`src/rtl/core/nps_pkg.sv`:
```
// Shared types and constants for the nearest point search core.
// Used by the controller, the datapath and the top level; depends on nothing.
package nps_pkg;

	localparam int POS_BITS       = 16;
	localparam int SLOT_PORT_BITS = 8;
	localparam int FLAG_PORT_BITS = 16;
	localparam int MAXD_BITS      = 16;
	localparam int DIST_PORT_BITS = 34;
	localparam int COORD_MAX_BITS = 24;
	localparam int FLAG_MAX_BITS  = 32;

	localparam logic [DIST_PORT_BITS-1:0] DEFAULT_LIMIT_SQ = 34'd9999800001;

	localparam logic MODE_WRITE = 1'b0;
	localparam logic MODE_QUERY = 1'b1;

	typedef struct packed {
		logic clear_wr;
		logic item_wr;
		logic query_load;
		logic scan_rd;
		logic scan_last;
	} cmd_t;

	typedef struct packed {
		logic scan_done;
	} status_t;

endpackage

```
`src/rtl/core/nps_ctrl.sv`:
```
// Controller state machine: clearing pass, item acceptance, slot scan and result strobe.
// Depends on nps_pkg for the command and status structs and the mode codes.
module nps_ctrl #(
	parameter int NUM_POINTS = 256
) (
	input  logic                          clk,
	input  logic                          arst_n,
	input  logic                          start,
	input  logic                          mode,
	input  nps_pkg::status_t              status,
	output nps_pkg::cmd_t                 cmd,
	output logic [$clog2(NUM_POINTS)-1:0] index,
	output logic                          busy,
	output logic                          done
);

	localparam int IDX_W = $clog2(NUM_POINTS);
	localparam logic [IDX_W-1:0] LAST_IDX = IDX_W'(NUM_POINTS - 1);

	localparam logic [2:0] ST_CLEAR = 3'd0;
	localparam logic [2:0] ST_IDLE  = 3'd1;
	localparam logic [2:0] ST_SCAN  = 3'd2;
	localparam logic [2:0] ST_WAIT  = 3'd3;
	localparam logic [2:0] ST_DONE  = 3'd4;

	logic [2:0]       state_q;
	logic [IDX_W-1:0] cnt_q;
	logic             cnt_last;

	assign cnt_last = (cnt_q == LAST_IDX);

	always_ff @(posedge clk or negedge arst_n) begin
		if (!arst_n) begin
			state_q <= ST_CLEAR;
			cnt_q   <= '0;
		end else begin
			unique case (state_q)
				ST_CLEAR: begin
					cnt_q <= cnt_q + 1'b1;
					if (cnt_last) begin
						cnt_q   <= '0;
						state_q <= ST_IDLE;
					end
				end
				ST_IDLE: begin
					if (start && mode == nps_pkg::MODE_QUERY) begin
						cnt_q   <= '0;
						state_q <= ST_SCAN;
					end
				end
				ST_SCAN: begin
					cnt_q <= cnt_q + 1'b1;
					if (cnt_last) begin
						cnt_q   <= '0;
						state_q <= ST_WAIT;
					end
				end
				ST_WAIT: begin
					if (status.scan_done) begin
						state_q <= ST_DONE;
					end
				end
				ST_DONE: begin
					state_q <= ST_IDLE;
				end
				default: begin
					state_q <= ST_IDLE;
				end
			endcase
		end
	end

	always_comb begin
		cmd            = '0;
		cmd.clear_wr   = (state_q == ST_CLEAR);
		cmd.item_wr    = (state_q == ST_IDLE) && start && (mode == nps_pkg::MODE_WRITE);
		cmd.query_load = (state_q == ST_IDLE) && start && (mode == nps_pkg::MODE_QUERY);
		cmd.scan_rd    = (state_q == ST_SCAN);
		cmd.scan_last  = (state_q == ST_SCAN) && cnt_last;
	end

	assign index = cnt_q;
	assign busy  = (state_q != ST_IDLE);
	assign done  = (state_q == ST_DONE);

endmodule

```
`config.mk`:
```
export PLATFORM = sky130hd
export DESIGN_NAME = nps_ctrl
export DESIGN_NICKNAME = d
export VERILOG_FILES = /design/src/rtl/core/nps_pkg.sv /design/src/rtl/core/nps_ctrl.sv
export SDC_FILE = /design/constraint.sdc
export NUM_CORES = 1
export LEC_CHECK = 0
export ABC_AREA = 1
export BUFFER_PORTS_ARGS = -buffer_cell sky130_fd_sc_hd__buf_2
export CAP_MARGIN = 10
export CORE_AREA = 3 3 40 42
export CTS_CLUSTER_SIZE = 24
export DETAILED_ROUTE_END_ITERATION = 7
export DIE_AREA = 0 0 43 45
export HOLD_SLACK_MARGIN = 0.05
export PLACE_DENSITY_LB_ADDON = 0.2
export SLEW_MARGIN = 30
export SYNTH_ARGS = -nofsm -noshare
export SYNTH_HDL_FRONTEND = slang
export SYNTH_SLANG_ARGS = --single-unit
```
`constraint.sdc`:
```
create_clock -name clk -period 1.8 [get_ports clk]
set_clock_uncertainty 0.05 [all_clocks]
set_input_delay 0 -clock clk [delete_from_list [all_inputs] [get_ports clk]]
set_output_delay 0 -clock clk [all_outputs]
set_load 0.05 [all_outputs]
```
# Word level (Yosys, flattened, before mapping)
# Index checks and enable logic that the tools add are counted.
# totals
register_bits,11
input_bits,5
out_inout_bits,15
elab_cells,32
# classes
eq_ne,10
n_reduce_logical,10
n_mux,8
add_sub_neg,1
bitwise,1
# op_table
op,count
2-to-1 mux 8 bit,2
case mux 8 bit (2 select lines),1
2-to-1 mux 3 bit,4
case mux 3 bit (4 select lines),1
"adder 8 x 1 -> 8 bit, second input constant",1
"equality test 8 bit, second input constant",1
"equality test 3 x 2 -> 1 bit, second input constant",2
logical AND 1 bit,5
"!= test 2 x 1 -> 1 bit, second input constant",2
"!= test 2 bit, second input constant",2
AND reduction 4 bit,1
"equality test 3 x 1 -> 1 bit, second input constant",1
"equality test 3 bit, second input constant",1
zero test 3 bit,1
"!= test 3 x 1 -> 1 bit, second input constant",1
AND reduction 2 bit,1
nonzero test 2 bit,1
OR reduction 2 bit,1
NOT 1 bit,1

# Longest topological paths before layout
# logic_depth
word_depth,4
mapped_depth,8
ltp_nobuf,8

# Least setup slack after synthesis
# OpenSTA, ideal clock, no wires.
# synth_path
path_type,register to output
from,register state_q[1]
to,output port cmd[3] (netlist name)
path_stages_with_launch,4
path_slack_ns,-0.568
arrival_ns,2.318
n_path_buf,0
required_time_ns,1.750
path_cell_list,dfrtp_1 > inv_1 > nand3_1 > nor3b_1
# synth_lines
element,line,rtl
start: declaration,nps_ctrl.sv:26,logic [2:0] state_q;
start signal: assignment,nps_ctrl.sv:34,state_q <= ST_CLEAR;
start signal: assignment,nps_ctrl.sv:42,state_q <= ST_IDLE;
start signal: assignment,nps_ctrl.sv:48,state_q <= ST_SCAN;
end: declaration,nps_ctrl.sv:11,"output nps_pkg::cmd_t cmd,"

==> impl_metrics.py <==
metrics = {
    "run_status": {
        "outcome": "finished clean",
    },
    "placed_design": {
        "io_buffers": 19,
        "placed_area_um2": 788.3,
        "gp_congestion": 0.7600,
        "dpl.hpwl_um": 1207,
    },
    "routing": {
        "drt_iter0_markers": 15,
        "ant_nets": 0,
        "drc_errors": 0,
        "drt-pass1-iter-count": 4,
        "detail_route.wl_per_cell_um": 12.39,
        "vias": 703,
        "routed_wl_um": 1636,
        "viasPerCell": 5.326,
    },
    "pwr": {
        "power_density_mw_per_mm2": 1876,
        "ir_drop_v": 0.001273,
        "leakagePower_nw": 0.4544,
    },
    "synthesis": {
        "syn_area_um2": 666.9,
        "ys_warn_count": 0,
        "ys_seq_area_frac": 0.4128,
        "avgSynthCellArea_um2": 7.249,
        "synth.distinct_cells": 20,
        "synth-seq-cells": 11,
        "syn_nets": 98,
        "synthCells": 92,
    },
    "clocking": {
        "cts_inserted_buffers": 3,
        "clk_latency_ps": 270,
        "cts_setup_buffers": 0,
        "clkSlewWorstSetupHoldPaths_ps": 80,
        "clk_path_buf_depth": 2,
        "ctsHtreeMaxLevel": 1,
        "clock-root-buffer": "clkbuf_4",
        "cts_sinks": 11,
        "cts_tree": "built",
    },
    "floorplan": {
        "num_rows": 13,
        "die_h_um": 45,
        "dieArea_mm2": 0.001935,
        "ioPinCount": 20,
        "start_util": 0.5190,
        "die_w_um": 43,
        "core_area_mm2": 0.001285,
    },
    "timing": {
        "layout_min_cycle_time_ps": 1661,
        "slew_headroom": 0.7562,
        "finalCritPeriodShare": 0.9228,
        "max_freq_mhz": 602.0,
        "worst_pin_slew_ps": 364.7,
        "slew_viol_final": 0,
        "tns_ps": 0,
        "rsz0062_at_grt": "false",
        "finalHoldViolCount": 0,
        "setup_viol": 0,
    },
    "cells_and_area": {
        "areaGrowthSynthToFinish_pct": 25.70,
        "drive_gt1_frac": 0.2735,
        "final_area_um2": 838.3,
        "fin_nets": 124,
        "layout_common_cells": "nand2_1, buf_2, nand3_1, inv_1, dfrtp_1",
        "layout_commonest_cell": "nand2_1",
        "diodes": 0,
    },
    "setup_path": {
        "critical_path_arrival_ps": 1610,
        "rr_worst_depth": 7,
        "crit_fanout": 7,
        "startpoint_type": "flop",
        "crit_required_ps": 1750,
        "cp-end-kind": "output port",
        "r2r_setup_slack_ps": 380,
        "setup.worst_path.class": "flop to output port",
        "r2r-start": "index[0]",
        "r2r_end": "state_q[1]",
    },
    "global_route": {
        "grt_usage": 0.1875,
        "antenna_found_initial": 0,
        "grt_max_degree": 12,
        "grt_pass1_wl_um": 2746,
        "gr-total-overflow": 0,
        "grt_pass1_vias": 639,
    },
    "min_path": {
        "holdCritPathClass": "input pin to async pin",
    },
    "run": {
        "maxCapViolCount": 0,
    },
}
## cells in the mapped netlist
cell type	number	share of area
a21oi_1	1	0.0075
dfrtp_1	11	0.41
ha_1	1	0.019
inv_1	11	0.062
inv_2	1	0.0056
inv_4	1	0.0094
nand2_1	24	0.14
nand2_2	1	0.0094
nand3_1	13	0.098
nand3_2	1	0.015
nand3b_1	1	0.011
nand4_1	4	0.038
nor2_1	10	0.056
nor2_2	1	0.0094
nor2_4	2	0.034
nor3_1	1	0.0075
nor3b_1	1	0.011
o211ai_1	1	0.011
o21ai_0	5	0.038
o31ai_1	1	0.011
## worst max-delay path by stage
stage | start | end | slack [ps] | cells past startpoint
after floorplan | state_q[1] | cmd[3] | -80 | 3
after global placement | index[0] | cmd[0] | 410 | 6
after detailed placement | index[0] | cmd[0] | 360 | 6
after CTS | index[0] | cmd[0] | 60 | 6
after global routing | index[0] | cmd[0] | 40 | 6
final | index[0] | cmd[0] | 140 | 6
## registers in the layout, summed over array words and instances (netlist names)
| signal | cells |
|---|---|
| index | 8 |
| state_q | 3 |
## metrics by stage
stage | hold WS [ps] | utilization | power [mW] | setup slack [ps] | std cells
after floorplan | -345.6 | - | 1.181 | -77.33 | 92
after global placement | -167.8 | 0.6134 | 1.385 | 411.2 | 126
after detailed placement | -168.0 | 0.6134 | 1.397 | 358.9 | 126
after CTS | 76.13 | 0.6495 | 1.575 | 57.61 | 132
after global routing | 101.5 | 0.6524 | 1.672 | 44.34 | 132
final | 75.66 | 0.6524 | 1.572 | 138.9 | 132
## report_power, final
group / switching [mW] / internal, mW / leakage [nW]
combinational: 0.684 / 0.227 / 0.306
clock: 0.0887 / 0.0857 / 0.0150
sequential: 0.134 / 0.353 / 0.134
## timing repair
action / in CTS / in global routing
endpoints found under the setup margin: 0 / 1
hold endpoints to repair: 12 / 0
hold buffers: 2 / 0
gates resized for setup: 0 / 2
## critical path, cell delays in order (launching register included)
cell	delay (ps)
dfrtp_2	420
ha_1	180
nand2_1	70
inv_1	150
nand3_2	180
nor2_2	120
clkbuf_4	230
## kinds of logic after synthesis
group	after synthesis	share of synthesized area
AND/OR/NAND/NOR	59	0.4240
buffers and inverters	13	0.07692
flip-flops	11	0.4128
AO/OA/AOI/OAI	8	0.06754
adder cells (fa/ha/maj)	1	0.01876
## final cells by class
type | instances | area (um2)
fillers | 113 | 446.7
multi-input cells | 68 | 347.8
clock buffers | 4 | 26.28
well taps | 15 | 18.77
inverters | 13 | 51.30
repair buffers | 21 | 117.6
flip-flops and latches | 11 | 276.5
## per-layer routing
layer / vias to the layer above / track usage / wire length [um]
met5: - / 0 / 0
met4: 0 / 0.09036 / 12
met3: 2 / 0.02390 / 94
met2: 20 / 0.3204 / 841
met1: 331 / 0.2362 / 688
li1: 350 / - / -
(Power assumes the default switching activity.)
